**src/rtl/ppid_pkg.sv**
```systemverilog
// Package for the positional PID controller with integral clamp.
// Holds the register map, reset values and fixed field widths.
// No dependencies; imported by the controller top level.
package ppid_pkg;

	// Fixed field widths
	localparam int GAIN_W  = 16;
	localparam int LIMIT_W = 31;
	localparam int INTEG_W = 32;
	localparam int OUT_W   = 32;

	// Configuration port geometry
	localparam int ADDR_W = 4;
	localparam int DATA_W = 32;

	// Register indexes (byte address is 4 * index)
	typedef enum logic [1:0] {
		REG_PROP_GAIN   = 2'd0,
		REG_INTEG_GAIN  = 2'd1,
		REG_DERIV_GAIN  = 2'd2,
		REG_INTEG_LIMIT = 2'd3
	} reg_idx_t;

	// Register reset values
	localparam logic [GAIN_W-1:0]  PROP_GAIN_RST   = 16'd568;
	localparam logic [GAIN_W-1:0]  INTEG_GAIN_RST  = 16'd201;
	localparam logic [GAIN_W-1:0]  DERIV_GAIN_RST  = 16'd306;
	localparam logic [LIMIT_W-1:0] INTEG_LIMIT_RST = 31'd1000;

	// Signed 32-bit range
	localparam logic signed [OUT_W-1:0] OUT_MAX = 32'sh7FFF_FFFF;
	localparam logic signed [OUT_W-1:0] OUT_MIN = 32'sh8000_0000;

endpackage

```
**src/rtl/positional_pid_with_integral_clamp.sv**
```systemverilog
// Positional PID controller with clamped error integral, Q gains.
// Five-stage pipeline with a register-mapped configuration port.
// Depends on ppid_pkg for the register map and fixed widths.
//
// Usage:
//   Input channel (in_valid / in_stall) carries one sample beat: a target
//   and a measured value. Output channel (out_valid / out_stall) carries one
//   control_out beat per sample, in order.
//   A sample taken into stage 1 passes stages 2 to 4 and the output register
//   before it shows on control_out. Throughput: one sample per cycle while
//   out_stall is low; the integral and previous-error update closes in stage 1.
//   Stall: each stage holds only while it is full and the stage after it is
//   blocked, so a waiting result does not stop new samples until every stage
//   is occupied; in_stall then rises.
//   Reset: arst_n clears the integral, the previous error and all stage
//   valids, and loads the gain and limit registers with their defaults.
//   Configuration: APB writes at byte address 4*index, pready always high;
//   write only while no sample is in flight.
module positional_pid_with_integral_clamp
	import ppid_pkg::*;
#(
	parameter int SAMPLE_WIDTH   = 16,
	parameter int GAIN_FRAC_BITS = 8
) (
	input  logic                           clk,
	input  logic                           arst_n,
	// Sample channel
	input  logic                           in_valid,
	output logic                           in_stall,
	input  logic signed [SAMPLE_WIDTH-1:0] target_value,
	input  logic signed [SAMPLE_WIDTH-1:0] measured_value,
	// Result channel
	output logic                           out_valid,
	input  logic                           out_stall,
	output logic signed [OUT_W-1:0]        control_out,
	// Configuration port
	input  logic                           psel,
	input  logic                           penable,
	input  logic                           pwrite,
	input  logic [ADDR_W-1:0]              paddr,
	input  logic [DATA_W-1:0]              pwdata,
	output logic [DATA_W-1:0]              prdata,
	output logic                           pready
);

	// Derived widths
	localparam int ERR_W = SAMPLE_WIDTH + 1;
	localparam int DER_W = ERR_W + 1;
	localparam int SUM_W = INTEG_W + 1;
	localparam int PP_W  = ERR_W + GAIN_W + 1;
	localparam int PI_W  = INTEG_W + GAIN_W + 1;
	localparam int PD_W  = DER_W + GAIN_W + 1;
	localparam int ACC_W = ((PD_W > PI_W) ? PD_W : PI_W) + 2;
	localparam logic [ACC_W-1:0] ROUND_BIAS =
		ACC_W'((64'd1 << GAIN_FRAC_BITS) - 64'd1);

	// Configuration registers
	logic [GAIN_W-1:0]  prop_gain_q;
	logic [GAIN_W-1:0]  integ_gain_q;
	logic [GAIN_W-1:0]  deriv_gain_q;
	logic [LIMIT_W-1:0] integ_limit_q;

	// Controller state
	logic signed [INTEG_W-1:0] integ_q;
	logic signed [ERR_W-1:0]   prev_err_q;

	// Pipeline registers
	logic                           valid_s1, valid_s2, valid_s3, valid_s4, out_valid_q;
	logic signed [SAMPLE_WIDTH-1:0] tgt_s1, meas_s1;
	logic signed [ERR_W-1:0]        err_s2;
	logic signed [INTEG_W-1:0]      integ_s2;
	logic signed [DER_W-1:0]        deriv_s2;
	logic signed [PP_W-1:0]         pp_s3;
	logic signed [PI_W-1:0]         pi_s3;
	logic signed [PD_W-1:0]         pd_s3;
	logic signed [ACC_W-1:0]        acc_s4;
	logic signed [OUT_W-1:0]        ctl_q;

	// Combinational stage logic
	logic                      ready_s1, ready_s2, ready_s3, ready_s4, ready_out;
	logic                      fire_s1;
	logic signed [ERR_W-1:0]   err;
	logic signed [SUM_W-1:0]   integ_sum, integ_hi, integ_lo;
	logic signed [INTEG_W-1:0] integ_next;
	logic signed [DER_W-1:0]   deriv;
	logic signed [ACC_W-1:0]   acc_rnd, acc_quo;
	logic signed [OUT_W-1:0]   ctl_next;
	logic                      cfg_wr;
	reg_idx_t                  cfg_idx;

	// Configuration write and read
	assign pready  = 1'b1;
	assign cfg_wr  = psel & penable & pwrite;
	assign cfg_idx = reg_idx_t'(paddr[3:2]);

	always_ff @(posedge clk or negedge arst_n) begin
		if (!arst_n) begin
			prop_gain_q   <= PROP_GAIN_RST;
			integ_gain_q  <= INTEG_GAIN_RST;
			deriv_gain_q  <= DERIV_GAIN_RST;
			integ_limit_q <= INTEG_LIMIT_RST;
		end else if (cfg_wr) begin
			unique case (cfg_idx)
				REG_PROP_GAIN:   prop_gain_q   <= pwdata[GAIN_W-1:0];
				REG_INTEG_GAIN:  integ_gain_q  <= pwdata[GAIN_W-1:0];
				REG_DERIV_GAIN:  deriv_gain_q  <= pwdata[GAIN_W-1:0];
				REG_INTEG_LIMIT: integ_limit_q <= pwdata[LIMIT_W-1:0];
			endcase
		end
	end

	always_comb begin
		unique case (cfg_idx)
			REG_PROP_GAIN:   prdata = DATA_W'(prop_gain_q);
			REG_INTEG_GAIN:  prdata = DATA_W'(integ_gain_q);
			REG_DERIV_GAIN:  prdata = DATA_W'(deriv_gain_q);
			REG_INTEG_LIMIT: prdata = DATA_W'(integ_limit_q);
		endcase
	end

	// Stage flow: a stage takes a beat when empty or when it is passing one on
	assign ready_out = !out_valid_q || !out_stall;
	assign ready_s4  = !valid_s4 || ready_out;
	assign ready_s3  = !valid_s3 || ready_s4;
	assign ready_s2  = !valid_s2 || ready_s3;
	assign ready_s1  = !valid_s1 || ready_s2;
	assign fire_s1   = valid_s1 && ready_s2;
	assign in_stall  = !ready_s1;

	always_ff @(posedge clk or negedge arst_n) begin
		if (!arst_n) begin
			valid_s1    <= 1'b0;
			valid_s2    <= 1'b0;
			valid_s3    <= 1'b0;
			valid_s4    <= 1'b0;
			out_valid_q <= 1'b0;
		end else begin
			if (ready_s1)  valid_s1    <= in_valid;
			if (ready_s2)  valid_s2    <= valid_s1;
			if (ready_s3)  valid_s3    <= valid_s2;
			if (ready_s4)  valid_s4    <= valid_s3;
			if (ready_out) out_valid_q <= valid_s4;
		end
	end

	// Stage 1: error, clamped integral and derivative
	always_comb begin
		err       = ERR_W'(tgt_s1) - ERR_W'(meas_s1);
		integ_sum = SUM_W'(integ_q) + SUM_W'(err);
		if (integ_limit_q != '0) begin
			integ_hi = $signed({2'b00, integ_limit_q});
			integ_lo = -$signed({2'b00, integ_limit_q});
		end else begin
			integ_hi = SUM_W'(OUT_MAX);
			integ_lo = SUM_W'(OUT_MIN);
		end
		if (integ_sum > integ_hi) begin
			integ_next = INTEG_W'(integ_hi);
		end else if (integ_sum < integ_lo) begin
			integ_next = INTEG_W'(integ_lo);
		end else begin
			integ_next = INTEG_W'(integ_sum);
		end
		deriv = DER_W'(err) - DER_W'(prev_err_q);
	end

	// Update controller state once per sample leaving stage 1
	always_ff @(posedge clk or negedge arst_n) begin
		if (!arst_n) begin
			integ_q    <= '0;
			prev_err_q <= '0;
		end else if (fire_s1) begin
			integ_q    <= integ_next;
			prev_err_q <= err;
		end
	end

	// Datapath registers: load on each advancing beat
	always_ff @(posedge clk) begin
		if (ready_s1 && in_valid) begin
			tgt_s1  <= target_value;
			meas_s1 <= measured_value;
		end
		if (fire_s1) begin
			err_s2   <= err;
			integ_s2 <= integ_next;
			deriv_s2 <= deriv;
		end
		// Stage 2: gain products
		if (valid_s2 && ready_s3) begin
			pp_s3 <= PP_W'($signed({1'b0, prop_gain_q})) * PP_W'(err_s2);
			pi_s3 <= PI_W'($signed({1'b0, integ_gain_q})) * PI_W'(integ_s2);
			pd_s3 <= PD_W'($signed({1'b0, deriv_gain_q})) * PD_W'(deriv_s2);
		end
		// Stage 3: sum of terms
		if (valid_s3 && ready_s4) begin
			acc_s4 <= ACC_W'(pp_s3) + ACC_W'(pi_s3) + ACC_W'(pd_s3);
		end
		// Stage 4: scale and saturate
		if (valid_s4 && ready_out) begin
			ctl_q <= ctl_next;
		end
	end

	// Drop the fraction toward zero, then saturate to 32 bits
	always_comb begin
		acc_rnd = acc_s4 + (acc_s4[ACC_W-1] ? $signed(ROUND_BIAS) : $signed(ACC_W'(0)));
		acc_quo = acc_rnd >>> GAIN_FRAC_BITS;
		if (acc_quo > ACC_W'(OUT_MAX)) begin
			ctl_next = OUT_MAX;
		end else if (acc_quo < ACC_W'(OUT_MIN)) begin
			ctl_next = OUT_MIN;
		end else begin
			ctl_next = OUT_W'(acc_quo);
		end
	end

	assign out_valid   = out_valid_q;
	assign control_out = ctl_q;

`ifndef NO_ASSERTIONS
	// Integral stays inside a nonzero limit after each update
	assert property (@(posedge clk) disable iff (!arst_n)
		(fire_s1 && integ_limit_q != '0) |=>
		(integ_q <= $signed({1'b0, $past(integ_limit_q)}) &&
		 integ_q >= -$signed({1'b0, $past(integ_limit_q)})))
		else $error("integral outside clamp limit");

	// Controller state moves only when a sample leaves stage 1
	assert property (@(posedge clk) disable iff (!arst_n)
		!fire_s1 |=> ($stable(integ_q) && $stable(prev_err_q)))
		else $error("controller state changed without a sample");

	// Input stalls only with every stage full and the output blocked
	assert property (@(posedge clk) disable iff (!arst_n)
		in_stall |-> (valid_s1 && valid_s2 && valid_s3 && valid_s4 &&
		              out_valid_q && out_stall))
		else $error("input stalled with room in the pipeline");
`endif

endmodule
```
**config.mk**
```make
export PLATFORM = sky130hd
export DESIGN_NAME = positional_pid_with_integral_clamp
export DESIGN_NICKNAME = d
export VERILOG_FILES = /design/src/rtl/ppid_pkg.sv /design/src/rtl/positional_pid_with_integral_clamp.sv
export SDC_FILE = /design/constraint.sdc
export NUM_CORES = 2
export LEC_CHECK = 0
export BUFFER_PORTS_ARGS = -buffer_cell sky130_fd_sc_hd__buf_2
export CAP_MARGIN = 20
export CORE_ASPECT_RATIO = 0.5
export CORE_MARGIN = 3
export CORE_UTILIZATION = 35
export CTS_BUF_LIST = sky130_fd_sc_hd__clkbuf_16
export DETAILED_ROUTE_END_ITERATION = 10
export SLEW_MARGIN = 40
export SYNTH_ARGS = -nofsm -noshare
export SYNTH_HDL_FRONTEND = slang
export SYNTH_SLANG_ARGS = --single-unit
```
**constraint.sdc**
```tcl
create_clock -name clk -period 7.9 [get_ports clk]
set_input_delay 0.79 -clock clk [delete_from_list [all_inputs] [get_ports clk]]
set_output_delay 0.79 -clock clk [all_outputs]
set_load 0.01 [all_outputs]
```
==> metrics.csv <==
metric;value;unit
critPathKind;reg2reg;
synth.top_cells.by_area;fa_1, edfxtp_1, ha_1;
r2r_start;meas_s1[1];
yosysTopAreaCell;fa_1;
clkTransAtPathRegs;0.07;ns
worstPathMaxFanout;6;
cap_violations;0;
drt-initial-drc-count;3205;
timing.critical_path.mode_cell;a21oi_1;
start_util;35.40;%
io_pins;142;
max_stage_delay;0.42;ns
cts.sinks;433;
first_global_vias;47130;
detail-route-antenna-nets;0;
grt_pass1_wl;274700;um
max_slew.worst_pin.slew;0.8875;ns
die_x;605.1;um
yosysMostFrequentCell;inv_1;
cts_tree;built;
globalplace.congestion;0.8982;
synth_area;62820;um^2
grt_usage;19.05;%
post_drt_wl_per_cell;18.90;um
overflow;0;
regArea;12370;um^2
setup-violations-final;0;
cts-root-buf;clkbuf_16;
yosysWarnings;0;
yosysUniqueCellTypes;89;
place.detailed.hpwl;143800;um
grt_start_max_net_pins;83;
die_h;305.6;um
nets;8267;
async_flop_share;30.72;%
r2r_cells;40;
vias_per_cell;4.951;
numCtsBuffers;48;
slowest_stage;edfxtp_1;
syn_inst;6471;
startpoint_type;flip-flop;
cp.arrival;7.95;ns
antenna_found_initial;17;
ys_ff_latch;433;
synth_commonest_cells;inv_1, fa_1, nand2_1;
min_period_over_period;93.86;%
synth.top_cell.area_share;33.27;%
multi_input_area;44850;um^2
core_area;177400;um^2
startpoint;meas_s1[1];
wl;171400;um
min_period;7.415;ns
rrSetupSlack;0.48;ns
finish.utilization;39.13;%
final_layout_size_suffix_gt1_share;10.12;%
synth_edf_count;300;
h-tree-depth;2;
final_hold_viol_count;0;
timing.fmax;134.9;MHz
drv_slew;0;
required;8.43;ns
cp-endpoint;integ_q[2];
slew_headroom;40.83;%
vias;44890;
fin_worst_skew;0.03875;ns
post_synth.cell_area_avg;9.708;um^2
dieArea;184900;um^2
synth_seq_area_share;19.67;%
area_delta_synth_final;10.52;%
status;complete, no violations;
timing.rr.end;integ_q[2];
synthesis.nets;8100;
dr.pass1.iters;5;
insertion_delay;0.65;ns
ys.flop_type;edfxtp_1;
fill_cells;17520;
rows;109;
cp-end-kind;flip-flop;
whs;0.1389;ns
cts_buffer_depth;3;
min_path_type;in2async;
portBuffers;136;
route.detailed.drc;0;
==> cells in the final DEF (no fill, tap or decap), types with 104 or more instances in the layout <==
master    netlist  layout
xnor2_1       176     175
buf_2           4     134
fa_1         1044    1043
ha_1          510     509
a21oi_1       183     180
buf_4           2     228
edfxtp_1      300     300
nand2_1       850     848
o21ai_0       167     159
a21o_1        104     104
and2_1        397     395
inv_1        1276    1276
nor2_1        202     199
dfrtp_1       115     110
==> per-stage QoR <==
stage / setup slack, ns / setup TNS, ns / instance area (um^2) / std cells
2_1_floorplan: 0.4726 / 0 / 62820 / 6471
3_3_place_gp: -0.1623 / -1.319 / 67320 / 8955
3_5_place_dp: -0.1775 / -3.665 / 67420 / 8961
4_1_cts: 0.006766 / 0 / 69170 / 9054
5_1_grt: -0.03478 / -0.06391 / 69420 / 9068
6_report: 0.4849 / 0 / 69420 / 9068
==> cell type report <==
type / count / area share (%)
Clock inverter: 38 / 0.5857
Tap cell: 2386 / 4.300
Antenna cell: 4 / 0.01442
Multi-Input combinational cell: 4499 / 64.61
Clock buffer: 52 / 1.874
Inverter: 1276 / 6.906
Timing Repair Buffer: 380 / 3.889
Sequential cell: 433 / 17.82
==> metal layers <==
metal / vias to the layer above / part of all wire [%] / wire [um] / GRT usage (%)
li1: 20650 / - / - / -
met1: 22840 / 47 / 80700 / 27.40
met2: 1203 / 43 / 74390 / 29.49
met3: 204 / 5.8 / 9935 / 2.449
met4: 0 / 3.7 / 6368 / 6.746
met5: - / 0 / 0 / 0
==> flip-flops by register name (all words and copies together), names as in the netlist, 16 cells and up <==
signal         cells
pp_s3             34
integ_limit_q     31
prop_gain_q       16
pd_s3             35
pi_s3             49
integ_q           32
deriv_gain_q      16
prev_err_q        17
tgt_s1            16
acc_s4            51
err_s2            17
integ_s2          32
integ_gain_q      16
deriv_s2          18
meas_s1           16
control_out       32
==> logic make-up (layout without fill, tap and decap cells) <==
group / count (synthesis) / in the layout / synth area share, %
AO/OA/AOI/OAI: 708 / 708 / 7.174
adder cells (fa/ha/maj): 1558 / 1558 / 43.49
XOR/XNOR: 262 / 262 / 3.653
multiplexers: 142 / 142 / 2.792
flip-flops: 433 / 433 / 19.67
AND/OR/NAND/NOR: 1827 / 1827 / 13.93
other: 2 / 6 / 0.01196
buffers and inverters: 1539 / 1746 / 9.266
==> worst min path at each step <==
stage	start	endpoint	slack (ns)	cells past startpoint
3_5_place_dp	valid_s4	out_valid	0.47	1
2_1_floorplan	valid_s4	out_valid	0.44	1
5_1_grt	arst_n	prop_gain_q[0]	0.21	1
6_report	arst_n	prev_err_q[10]	0.14	1
4_1_cts	arst_n	integ_limit_q[16]	0.19	1
3_3_place_gp	valid_s4	out_valid	0.46	1
==> what timing repair did <==
action	in CTS	in global routing
gates resized for setup	8	40
hold buffers	0	0
endpoints found under the setup margin	60	67
buffers inserted	3	10
pin swaps	1	16
==> worst max-delay path: cells and delay by family (launching register included) <==
family	cells	cell delay [ns]
AOI/OAI and AO/OA	25	4.04
muxes	1	0.26
buffers and inverters	3	0.37
DFF	1	0.42
xor gates and xnor gates	2	0.30
adders and majority gates	4	1.17
and+or+nand+nor	5	0.74
Power is not shown: default switching activity piles up to over one toggle a cycle in this logic, so the estimate is an artifact.
